## config.mk

```make
export PLATFORM = sky130hd
export DESIGN_NAME = eftr_div
export DESIGN_NICKNAME = d
export VERILOG_FILES = /design/src/rtl/eftr_pkg.sv /design/src/rtl/eftr_div.sv
export SDC_FILE = /design/constraint.sdc
export NUM_CORES = 1
export LEC_CHECK = 0
export ABC_CLOCK_PERIOD_IN_PS = 3800
export BUFFER_PORTS_ARGS = -buffer_cell sky130_fd_sc_hd__clkbuf_2
export CELL_PAD_IN_SITES_DETAIL_PLACEMENT = 1
export CELL_PAD_IN_SITES_GLOBAL_PLACEMENT = 1
export CORE_UTILIZATION = 43
export CTS_CLUSTER_DIAMETER = 150
export DETAILED_ROUTE_END_ITERATION = 12
export GPL_TIMING_DRIVEN = 0
export MAX_ROUTING_LAYER = met4
export PLACE_DENSITY = 0.81
export SLEW_MARGIN = 30
export SYNTH_ARGS = -nofsm -noshare
export SYNTH_HDL_FRONTEND = slang
export SYNTH_SLANG_ARGS = --single-unit
export TNS_END_PERCENT = 100
```

## constraint.sdc

```tcl
create_clock -name clk_i -period 3.8 [get_ports clk_i]
set_clock_uncertainty 0.05 [all_clocks]
set_input_delay 0.76 -clock clk_i [delete_from_list [all_inputs] [get_ports clk_i]]
set_output_delay 0.76 -clock clk_i [all_outputs]
set_load 0.03 [all_outputs]
```

## src/rtl/eftr_pkg.sv

```systemverilog
// ----------------------------------------------------------------------------
// eftr_pkg
// Shared types and constants of the edge-function triangle rasterizer.
// ----------------------------------------------------------------------------
package eftr_pkg;

  localparam int CFG_ADDR_W = 4;

  // Screen coordinate bits; frame sizes above 1 << COORD_BITS are limited.
  localparam int COORD_BITS = 12;

  // Register byte addresses.
  localparam logic [CFG_ADDR_W-1:0] REG_FRAME_WIDTH  = 4'h0;
  localparam logic [CFG_ADDR_W-1:0] REG_FRAME_HEIGHT = 4'h4;
  localparam logic [CFG_ADDR_W-1:0] REG_DRAW_MODE    = 4'h8;
  localparam logic [CFG_ADDR_W-1:0] REG_EDGE_WIDTH   = 4'hC;

  localparam logic [1:0] MODE_GRAY = 2'd0;
  localparam logic [1:0] MODE_BARY = 2'd1;
  localparam logic [1:0] MODE_WIRE = 2'd2;
  localparam logic [1:0] MODE_RSVD = 2'd3;

  localparam logic CMD_LOAD = 1'b0;
  localparam logic CMD_STEP = 1'b1;

  typedef enum logic [3:0] {
    ST_IDLE,
    ST_MAPX,
    ST_MAPY,
    ST_SETUP,
    ST_AREA,
    ST_EDGE,
    ST_DIV0,
    ST_DIV1,
    ST_COLOR,
    ST_OUT
  } state_e;

  // Divider handshake between the sequencer and the divider.
  typedef struct packed {
    logic start;
  } div_ctl_t;

  typedef struct packed {
    logic busy;
    logic done;
  } div_sts_t;

endpackage

```

## src/rtl/eftr_div.sv

```systemverilog
// ----------------------------------------------------------------------------
// eftr_div
// Restoring unsigned divider, one quotient bit a cycle.
// ----------------------------------------------------------------------------
module eftr_div #(
  parameter int NUM_W = 64,
  parameter int DEN_W = 32
) (
  input  logic                 clk_i,
  input  logic                 rst_ni,
  input  eftr_pkg::div_ctl_t   ctl_i,
  input  logic [NUM_W-1:0]     num_i,
  input  logic [DEN_W-1:0]     den_i,
  output eftr_pkg::div_sts_t   sts_o,
  output logic [NUM_W-1:0]     quo_o
);
  import eftr_pkg::*;

  localparam int CNT_W = $clog2(NUM_W + 1);

  logic [NUM_W-1:0] quo_q, quo_d;
  logic [DEN_W:0]   rem_q, rem_d;
  logic [DEN_W-1:0] den_q, den_d;
  logic [CNT_W-1:0] cnt_q, cnt_d;
  logic             busy_q, busy_d, done_q, done_d;
  logic [DEN_W:0]   trial;

  always_comb begin
    quo_d  = quo_q;
    rem_d  = rem_q;
    den_d  = den_q;
    cnt_d  = cnt_q;
    busy_d = busy_q;
    done_d = 1'b0;
    trial  = '0;
    if (ctl_i.start) begin
      quo_d  = num_i;
      rem_d  = '0;
      den_d  = den_i;
      cnt_d  = CNT_W'(NUM_W);
      busy_d = 1'b1;
    end else if (busy_q) begin
      // shift one numerator bit into the partial remainder
      trial = {rem_q[DEN_W-1:0], quo_q[NUM_W-1]};
      if (trial >= {1'b0, den_q}) begin
        rem_d = trial - {1'b0, den_q};
        quo_d = {quo_q[NUM_W-2:0], 1'b1};
      end else begin
        rem_d = trial;
        quo_d = {quo_q[NUM_W-2:0], 1'b0};
      end
      cnt_d = cnt_q - 1'b1;
      if (cnt_q == CNT_W'(1)) begin
        busy_d = 1'b0;
        done_d = 1'b1;
      end
    end
  end

  always_ff @(posedge clk_i or negedge rst_ni) begin
    if (!rst_ni) begin
      busy_q <= 1'b0;
      done_q <= 1'b0;
      cnt_q  <= '0;
    end else begin
      busy_q <= busy_d;
      done_q <= done_d;
      cnt_q  <= cnt_d;
    end
  end

  always_ff @(posedge clk_i) begin
    quo_q <= quo_d;
    rem_q <= rem_d;
    den_q <= den_d;
  end

  assign sts_o.busy = busy_q;
  assign sts_o.done = done_q;
  assign quo_o      = quo_q;

endmodule

```

# Word-level counts from Yosys, hierarchy flattened
# Cells that the tools add are included.
# word_totals
in_bits	99
word_cells	23
regBits	137
# op_classes
reduce_logical	1
order_cmp	1
n_mux	12
n_addsub	2
eq_ne	1
# op_table
operator	count
$mux W64	2
$ge A33 B32 Y1	1
$mux W32	1
$sub A32 B32 Y32	1
$mux W7	2
$eq A7 B1 Y1 const B	1
$mux W1	7
$sub A7 B1 Y7 const B	1
$reduce_bool A2 Y1	1

# Longest topological paths before layout
# Gate-level depths: netlist of the first run.
# depth
depth_word	4
mapped_depth	15

# Worst setup path before layout of the first run
# Ideal clock, no wire load.
# synth_timing
kind	reg-to-reg
start	reg quo_q[63], in the netlist quo_o[63]
end	reg rem_q[30]
path_buffers	0
stages_incl_launch_ff	13
arrival_time_ps	2934
setup_slack_ps	713
synth_period_minus_slack_ps	3087
path_cell_list	edfxtp_1 > inv_1 > ha_1 > fa_1 > nor2b_1 > o2111ai_1 > a2111oi_1 > o31ai_1 > o21ai_1 > o211ai_1 > mux2i_1 > nor3_1 > a2111oi_2
# synth_via
elab_chain_cells	2
elab_cells_between_ends	3
classes_between	add/sub: 1; order compare: 1; mux: 1
# synth_lines
item	line_no	rtl
start, declared	eftr_div.sv:21	logic [NUM_W-1:0] quo_q, quo_d;
start signal, assigned	eftr_div.sv:73	quo_q <= quo_d;
$sub A32 B32 Y32 / $ge A33 B32 Y1 (equally long branches)	eftr_div.sv:46, eftr_div.sv:45	
$mux W32 (*)	eftr_div.sv:45	if (trial >= {1'b0, den_q}) begin
end signal, assigned	eftr_div.sv:74	rem_q <= rem_d;
end, declared	eftr_div.sv:22	logic [DEN_W:0] rem_q, rem_d;
# Every way passes the cells marked *; elsewhere a longest branch is shown, timed or not.
# A chain may end at the register's enable or synchronous reset.

# Final worst setup path of the first run
# layout_timing
start	in ctl_i
end	reg quo_q[7], in the netlist quo_o[7] (enable)
# layout_via
elab_chain_cells	1
# layout_lines
item	line_no	rtl
start, declared	eftr_div.sv:11	input eftr_pkg::div_ctl_t ctl_i,
$reduce_bool A2 Y1 (no line)	--	
# No other way between the ends.

==> reports/results.ini, run 1 <==
[run_status]
outcome=complete, no violations

[global_route]
grt_pass1_wl_um=34200
grt_pass1_vias=6516
grt_util_all_layers=0.257
overflow=0
antenna_found_initial=0
grt_max_degree=65

[critical_path]
worstPathMaxFanout=33
r2r_slack_ns=0.33
crit_path_end_kind=register
critical_path_class=in2reg
required_ns=3.82
r2r-end=rem_q[30]
cp-start-kind=input port
worstPathArrival_ns=3.50
rr_startpoint=den_q[1]
ff2ff_path_depth=12
cp-endpoint=quo_o[7]
cp-startpoint=ctl_i

[power_and_ir_drop]
p_switching_w=0.00265
clock_power_share=0.244
p_per_area_nw_per_um2=720
switching_share=0.405
leakagePower_nw=4.02
peakVddDrop_mv=0.398
power_frac_seq=0.335
comb_power_share=0.420
cell_internal_pwr_w=0.00389

[synth]
yosysSeqAreaShare=0.507
yosys.cell_types.count=64
synth_top_flop_cell=edfxtp_1
syn_area_um2=7400
ys_seq_elements=137
async_flop_share=0.0657
yosysWarnings=0
synth_edf_count=96
synth_nets=797
synth_area_per_cell_um2=11.2
synth_cells=663

[sta]
setup_viol=0
max_freq_ghz=0.288
finalMaxSlewViolations=0
hold_viol_final=0
worst_hold_slack_ns=0.152
slew_headroom=0.399
finalCritPeriodShare=0.915
tns_ns=0
fin_crit_ns=3.48
worst_pin_slew_ns=0.901
rsz0062_at_grt=false

[detailed_routing]
drt_iter0_drc=447
wl_per_cell_um=19.8
route.detailed.drc=0
wl_um=21400
viasPerCell=5.46
antenna_left=0
vias=5900
dr.pass1.iters=4

[clock_tree]
cts_setup_buffers=0
clk_pin_slew_ns=0.07
htreeDepth=4
cts_tree=built
cts_sinks=137
numCtsBuffers=17
holdBufCountCts=0
clkLatencyLatePin_ns=0.43
clockBufferDepth=2
root_buffer=clkbuf_16

[die]
die-area_um2=17700
die_y_um=133
start_util=0.443
core_area_um2=16700
rows=47
die_w_um=133
io_pins=165

[final_layout]
drive_gt1_frac=0.335
layout_common_cells=164 x clkbuf_2, 96 x edfxtp_1, 75 x nand2_1, 64 x mux2_2, 53 x nor2_1
nets=981
n_antenna_cell=0
nFillCells=1883
area_growth_pct=22.7
final_common_cell=clkbuf_2
postLayoutCellArea_um2=9080

[placed_design]
place_congestion=0.875
port_buffers=164
dpl-instance-area_um2=8500
dp_hpwl_um=15700

[job]
maxCapViolCount=0

[min_path]
min_path_type=in2async

[cell families after synthesis]
family | synth area share
AOI/OAI and AO/OA | 0.147
xor gates and xnor gates | 0.0367
adders and majority gates | 0.0602
buffers and inverters | 0.0421
DFF | 0.507
muxes | 0.100
and+or+nand+nor | 0.108
[sequential cells by signal, summed over array words and instances (netlist names)]
signal  flops
busy_q      1
quo_o      64
rem_q      32
den_q      32
cnt_q       7
done_q      1
[area by class of cell]
type                    instances  area (µm²)  share of cell area
repair buffers                164         821              0.0904
flip-flops and latches        137        3750               0.413
multi-input cells             453        3370               0.371
inverters                      41         154              0.0169
clock buffers                  18         429              0.0472
clock inverters                14         125              0.0138
well taps                     220         275              0.0303
plain buffers                  33         158              0.0174
[stage by stage]
stage | setup slack [ns] | std cells | total power, W | util
after floorplan | 0.713 | 663 | 0.00418 | -
after global routing | 0.0374 | 1080 | 0.00693 | 0.544
after detailed placement | -0.368 | 1047 | 0.00491 | 0.509
final | 0.322 | 1080 | 0.00654 | 0.544
after global placement | -0.697 | 1047 | 0.00479 | 0.509
after CTS | 0.0226 | 1079 | 0.00655 | 0.542
[cells in the mapped netlist (all sizes together) (2+ instances only)]
cell type / count / area, µm²
o2111ai: 2 / 17.5
mux2i: 2 / 20.0
a21oi: 29 / 168
xnor2: 21 / 184
buf: 11 / 75.1
dfxtp: 32 / 641
nand2b: 5 / 31.3
nor2b: 4 / 25.0
nor2: 53 / 199
nor4: 2 / 12.5
o21bai: 3 / 22.5
clkbuf: 22 / 82.6
nand2: 75 / 282
a31oi: 7 / 43.8
and3: 2 / 12.5
o31ai: 3 / 22.5
nand4: 7 / 50.1
a2111oi: 3 / 52.6
a311oi: 27 / 274
o22ai: 2 / 12.5
nand3: 10 / 50.1
and4: 2 / 17.5
a211o: 2 / 17.5
dfrtp: 9 / 225
nor3: 6 / 30.0
xor2: 10 / 87.6
o21ai: 18 / 90.1
mux2: 64 / 721
a211oi: 4 / 42.5
a21o: 22 / 165
o211ai: 3 / 22.5
ha: 34 / 425
edfxtp: 96 / 2880
o21a: 6 / 45.0
or3: 3 / 18.8
and2: 5 / 31.3
or2: 2 / 12.5
inv: 41 / 154
[what timing repair did]
item,CTS,global route
resized for setup,0,4
hold endpoints to repair,0,0
setup endpoints to repair,0,68
[critical path: stages]
cell and delay [ns]:
clkbuf_2 0.67, clkbuf_1 0.38, clkbuf_1 0.57, clkbuf_1 0.55, or2_4 0.55
[how the worst min path moves through the flow]
stage / to / slack (ns) / cells after the start
global route: done_q / 0.15 / 1
CTS: cnt_q[0] / 0.14 / 1
global placement: rem_q[31] / 0.42 / 2
finish: cnt_q[0] / 0.15 / 1
detailed placement: rem_q[31] / 0.43 / 2
floorplan: busy_q / 0.41 / 0
[routing by layer]
| layer | wire length [µm] | vias up | part of all wire | GRT usage |
|---|---|---|---|---|
| met1 | 8890 | 2883 | 0.42 | 0.289 |
| met3 | 1240 | 34 | 0.058 | 0.0677 |
| met2 | 10800 | 179 | 0.50 | 0.437 |
| met5 | 0 | - | 0 | - |
| met4 | 510 | 0 | 0.024 | 0.0953 |
| li1 | - | 2804 | - | - |
[power groups by stage]
stage	logic [W]	clock network [W]	registers, W
2_1_floorplan	0.00182	0	0.00235
3_3_place_gp	0.00260	0	0.00219
3_5_place_dp	0.00270	0	0.00221
4_1_cts	0.00273	0.00162	0.00219
5_1_grt	0.00302	0.00168	0.00224
6_report	0.00275	0.00160	0.00219
Power figures use the tool's default switching activity.
==> run 2: changes to the inputs <==
CELL_PAD_IN_SITES_DETAIL_PLACEMENT = 0   (was 1)
CELL_PAD_IN_SITES_GLOBAL_PLACEMENT = 2   (was 1)
CORE_UTILIZATION = 35   (was 43)
PLACE_DENSITY = 0.8   (was 0.81)
==> run 2 against run 1 <==
Global-route usage is 6.5 points lower. Design area is 1.1% higher. Clock-buffer cell count is 1 lower. Highest routed layer unchanged. Non-clock buffer count is 1 higher. Die area increased by 23%. Sequential share of layout area fell by 0.46 points. Combinational power is 3% lower. Critical endpoint is now rem_q[28]. Clock power up 6%.
==> reports/results.ini, run 2 (same netlist as run 1, synthesis figures left out) <==
[global_route]
grt_util_all_layers=0.192  ; -0.0646
antenna_found_initial=0  ; unchanged
overflow=0  ; unchanged
grt_max_degree=40  ; -38%
grt_pass1_wl_um=31300  ; -8.3%
grt_pass1_vias=5999  ; -7.9%

[critical_path]
cpPeakStageDelay_ns=0.61  ; -0.06 ns
r2r-end=rem_q[28]
cp.buffers_inverters=1  ; -3
crit_path_end_kind=register
crit_family=compound AO/OA/AOI/OAI gates
cpMostUsedCell=o31ai_1
worstPathArrival_ns=3.84  ; +0.34 ns
r2r_slack_ns=0.24  ; -0.09 ns
critical_path_class=reg2reg
worstPathMaxFanout=4  ; -88%
required_ns=4.08  ; +0.26 ns
cp-start-kind=register
crit_path_cell_trace=inv_1 -> ha_1 -> fa_1 -> nor2b_1 -> o2111ai_1 -> a2111oi_2 -> o31ai_1 -> o21ai_1 -> o21ai_0 -> o31ai_1 -> xnor2_1 -> o32ai_1
ff2ff_path_depth=12  ; unchanged
slowest_stage=a2111oi_2
rr_startpoint=quo_o[63]

[clock_tree]
cts_sinks=137  ; unchanged
clkLatencyLatePin_ns=0.43  ; about the same
cts_tree=built
root_buffer=clkbuf_16
clockBufferDepth=2  ; unchanged
htreeDepth=4  ; unchanged
holdBufCountCts=0  ; unchanged
clk_pin_slew_ns=0.06  ; about the same
numCtsBuffers=17  ; unchanged

[detailed_routing]
drt_iter0_drc=330  ; -26%
dr.pass1.iters=7  ; +3
route.detailed.drc=0  ; unchanged
wl_um=19500  ; -9.1%
viasPerCell=5.12  ; -6.4%
wl_per_cell_um=17.2  ; -13%
vias=5781  ; -2.0%
antenna_left=0  ; unchanged

[die]
rows=52  ; +11%
core_area_um2=20500  ; +23%
die_w_um=147  ; +11%
start_util=0.361  ; -0.0820
io_pins=165  ; unchanged
die_y_um=147  ; +11%
die-area_um2=21700  ; +23%

[placed_design]
pre_cts_ws_ns=-0.246  ; +0.122 ns
dp_hpwl_um=14700  ; -6.5%
place_congestion=0.861  ; -1.6%
port_buffers=164  ; unchanged

[sta]
setup_viol=0  ; unchanged
max_freq_ghz=0.281  ; -2.3%
finalCritPeriodShare=0.937  ; +0.0216
worst_pin_slew_ns=0.820  ; -0.0812 ns
rsz0062_at_grt=false
slew_headroom=0.454  ; +0.0542
setup_slack_ns=0.240  ; -0.0822 ns
fin_crit_ns=3.56  ; +0.0822 ns
finalMaxSlewViolations=0  ; unchanged
hold_viol_final=0  ; unchanged

[power_and_ir_drop]
total_power_w=0.00654  ; about the same
leakagePower_nw=4.06  ; +0.80%
p_per_area_nw_per_um2=712  ; -1.1%
peakVddDrop_mv=0.314  ; -21%

[job]
maxCapViolCount=0  ; unchanged

[final_layout]
n_antenna_cell=0  ; unchanged
area_growth_pct=24.1
final_common_cell=clkbuf_2
drive_gt1_frac=0.335  ; unchanged
layout_common_cells=163 x clkbuf_2, 96 x edfxtp_1, 75 x nand2_1, 64 x mux2_2, 53 x nor2_1
nets=981  ; unchanged
largest_reg_flops=64  ; unchanged

[run_status]
outcome=complete, no violations

[min_path]
min_path_type=in2async

==> run 2: cell type report <==
cell class	count	area, µm²
well taps	270	338
multi-input cells	452	3350
fillers	1992	11300
inverters	41	154
flip-flops and latches	137	3750
clock buffers	17	425
clock inverters	15	174
plain buffers	33	158
repair buffers	165	841
==> run 2: worst max path at each step <==
stage,startpoint,slack (ns),cells past startpoint,to
5_1_grt,quo_o[63],0.04,12,rem_q[28]
4_1_cts,quo_o[63],0.10,12,rem_q[28]
3_3_place_gp,ctl_i,-0.72,5,quo_o[62]
2_1_floorplan,quo_o[63],0.71,12,rem_q[30]
6_report,quo_o[63],0.24,12,rem_q[28]
3_5_place_dp,ctl_i,-0.25,6,quo_o[28]
==> run 2: power by group <==
group          total, W  switching, W  internal, W
clock           0.00170      0.000755     0.000945
combinational   0.00266       0.00159      0.00107
sequential      0.00218      0.000232      0.00195
total           0.00654       0.00257      0.00396
==> run 2: layer usage <==
metal | vias to the layer above | wire length, µm | global-route usage
li1 | 2799 | - | -
met1 | 2787 | 8550 | 0.231
met3 | 18 | 1320 | 0.0590
met4 | 0 | 250 | 0.0598
met2 | 177 | 9350 | 0.309
met5 | - | 0 | -
==> run 2: through the flow <==
| stage | util | hold WS (ns) | setup TNS [ns] | instances | instance area, µm² |
|---|---|---|---|---|---|
| final | 0.448 | 0.132 | 0 | 1130 | 9190 |
| after global routing | 0.448 | 0.132 | 0 | 1130 | 9190 |
| after CTS | 0.448 | 0.125 | 0 | 1130 | 9180 |
| after detailed placement | 0.419 | 0.435 | -9.55 | 1098 | 8580 |
| after global placement | 0.418 | 0.422 | -45.61 | 1097 | 8560 |
| after floorplan | - | 0.409 | 0 | 663 | 7400 |
==> run 2: repair_timing <==
item	in CTS	in global routing
endpoints found under the setup margin	0	3
buffers inserted	0	0
gates resized for setup	0	1
==> run 3: changes to the inputs <==
PLACE_DENSITY = 0.9   (was 0.8)
==> run 3 against run 2 <==
Register-to-register slack improved by 0.08 ns. Sequential share of layout area decreased by 0.20 points. Wire length fell by 2.1%. Die area is the same. Worst hold slack gained 0.012 ns. Critical path type is now in2reg. Largest cell class unchanged.
==> reports/results.ini, run 3 (same netlist as run 1, synthesis figures left out) <==
[final_layout]
utilization=0.450  ; +0.00220
final_common_cell=clkbuf_2
postLayoutCellArea_um2=9230  ; +0.49%
nFillCells=1984  ; -0.40%
n_antenna_cell=0  ; unchanged
largest_reg_flops=64  ; unchanged
layout_common_cells=163 x clkbuf_2, 96 x edfxtp_1, 75 x nand2_1, 64 x mux2_2, 53 x nor2_1
nets=981  ; unchanged
final_cells=1130  ; unchanged
drive_gt1_frac=0.335  ; unchanged
regArea_um2=3750  ; unchanged
multi_input_area_um2=3360  ; +0.37%
area_growth_pct=24.7

[critical_path]
ff2ff_path_depth=12  ; unchanged
slowest_stage=buf_2
cp-startpoint=ctl_i
cpPeakStageDelay_ns=0.63  ; +0.02 ns
rr_startpoint=quo_o[63]
required_ns=3.86  ; -0.22 ns
critical_path_depth=6  ; -6
cpMostUsedCell=clkbuf_1
worstPathMaxFanout=48  ; +44
critical_path_class=in2reg
crit_family=buffers and inverters
crit_path_cell_trace=buf_2 -> clkbuf_1 -> clkbuf_1 -> clkbuf_1 -> or2_4 -> buf_16
cp-endpoint=quo_o[0]
cp.buffers_inverters=5  ; +4
r2r_slack_ns=0.32  ; +0.08 ns
crit_path_end_kind=register
cp-start-kind=input port
r2r-end=rem_q[28]
worstPathArrival_ns=3.54  ; -0.30 ns

[placed_design]
place_congestion=0.821  ; -4.7%
port_buffers=164  ; unchanged
dp_hpwl_um=14400  ; -1.8%
dp_cells=1098  ; unchanged
dpl-instance-area_um2=8590  ; about the same

[clock_tree]
root_buffer=clkbuf_16
cts_tree=built
cts_setup_buffers=0  ; unchanged
numCtsBuffers=17  ; unchanged
htreeDepth=4  ; unchanged
clkLatencyLatePin_ns=0.43  ; about the same
clockBufferDepth=2  ; unchanged
clk_pin_slew_ns=0.07  ; about the same
cts_sinks=137  ; unchanged

[global_route]
overflow=0  ; unchanged
grt_pass1_vias=5924  ; -1.3%
grt_pass1_wl_um=30900  ; -1.4%
grt_max_degree=49  ; +23%
antenna_found_initial=0  ; unchanged
grt_util_all_layers=0.189  ; -0.00303

[sta]
worst_hold_slack_ns=0.144  ; +0.0122 ns
slew_headroom=0.451  ; -0.00268
tns_ns=0  ; unchanged
finalMaxSlewViolations=0  ; unchanged
setup_viol=0  ; unchanged
rsz0062_at_grt=false
max_freq_ghz=0.287  ; +2.2%
worst_pin_slew_ns=0.824  ; +0.00402 ns
hold_viol_final=0  ; unchanged
finalCritPeriodShare=0.917  ; -0.0199
fin_crit_ns=3.48  ; -0.0757 ns

[detailed_routing]
dr.pass1.iters=5  ; -2
wl_per_cell_um=16.9  ; -2.1%
routedLengthMet1_um=8890  ; +4.0%
top_layer=met4
wl_met3_um=1060  ; -20%
antenna_left=0  ; unchanged
drt_iter0_drc=329  ; -0.30%
wl_um=19100  ; -2.1%
route.detailed.drc=0  ; unchanged
routed-wl-met2_um=8920  ; -4.6%
vias=5658  ; -2.1%
viasPerCell=5.01  ; -2.1%

[power_and_ir_drop]
peakVddDrop_mv=0.333  ; +6.1%
leakagePower_nw=4.07  ; +0.32%
p_per_area_nw_per_um2=714  ; +0.25%

[die]
start_util=0.361  ; unchanged
die_w_um=147  ; unchanged
core_area_um2=20500  ; unchanged
rows=52  ; unchanged
die_y_um=147  ; unchanged
die-area_um2=21700  ; unchanged
io_pins=165  ; unchanged

[run_status]
outcome=complete, no violations

[job]
maxCapViolCount=0  ; unchanged

[min_path]
min_path_type=in2async

run 3: cell types whose count changed in the layout (fill, tap and decap cells not counted), sizes merged:
cell	change
bufinv	+1
inv	-1
run 3: per-layer routing:
metal | global-route usage | vias to the layer above
li1 | - | 2805
met1 | 0.239 | 2682
met2 | 0.304 | 157
met3 | 0.0500 | 14
met4 | 0.0423 | 0
met5 | - | -
run 3: worst reg2reg max path, stage by stage (launching register included):
cell	delay (ns)
edfxtp_1	0.43
inv_1	0.07
ha_1	0.22
fa_1	0.40
nor2b_1	0.19
o2111ai_1	0.26
a2111oi_4	0.51
o31ai_1	0.18
o21ai_1	0.29
o21ai_0	0.15
o31ai_1	0.30
xnor2_1	0.12
o32ai_1	0.22
run 3: how the worst min path moves through the flow:
| stage | start | end | cells past startpoint |
|---|---|---|---|
| global placement | rem_q[31] | rem_q[31] | 2 |
| detailed placement | rem_q[31] | rem_q[31] | 2 |
| global route | rst_ni | done_q | 1 |
| floorplan | rst_ni | busy_q | 0 |
| CTS | rst_ni | done_q | 1 |
| finish | rst_ni | done_q | 1 |
run 3: power breakdown:
| part | switching, W | internal [W] | total (W) |
|---|---|---|---|
| Sequential | 0.000229 | 0.00195 | 0.00217 |
| Combinational | 0.00158 | 0.00108 | 0.00266 |
| Clock | 0.000743 | 0.00101 | 0.00175 |
| Total | 0.00255 | 0.00403 | 0.00659 |
run 3: cell type report:
type	count	share of cell area
Sequential cell	137	0.406
Multi-Input combinational cell	452	0.364
Timing Repair Buffer	165	0.0919
Clock buffer	17	0.0461
Tap cell	270	0.0366
Clock inverter	15	0.0216
Buffer	33	0.0171
Inverter	41	0.0167
run 3: through the flow:
stage	power (W)	setup WS, ns
6_report	0.00659	0.316
5_1_grt	0.00701	0.0305
4_1_cts	0.00664	0.0535
3_5_place_dp	0.00485	-0.331
3_3_place_gp	0.00484	-0.906
2_1_floorplan	0.00418	0.713
run 3: repair_timing:
action | in CTS | in global routing
endpoints found under the hold margin | 0 | 0
setup endpoints to repair | 0 | 4
hold buffers | 0 | 0
resized for setup | 0 | 2
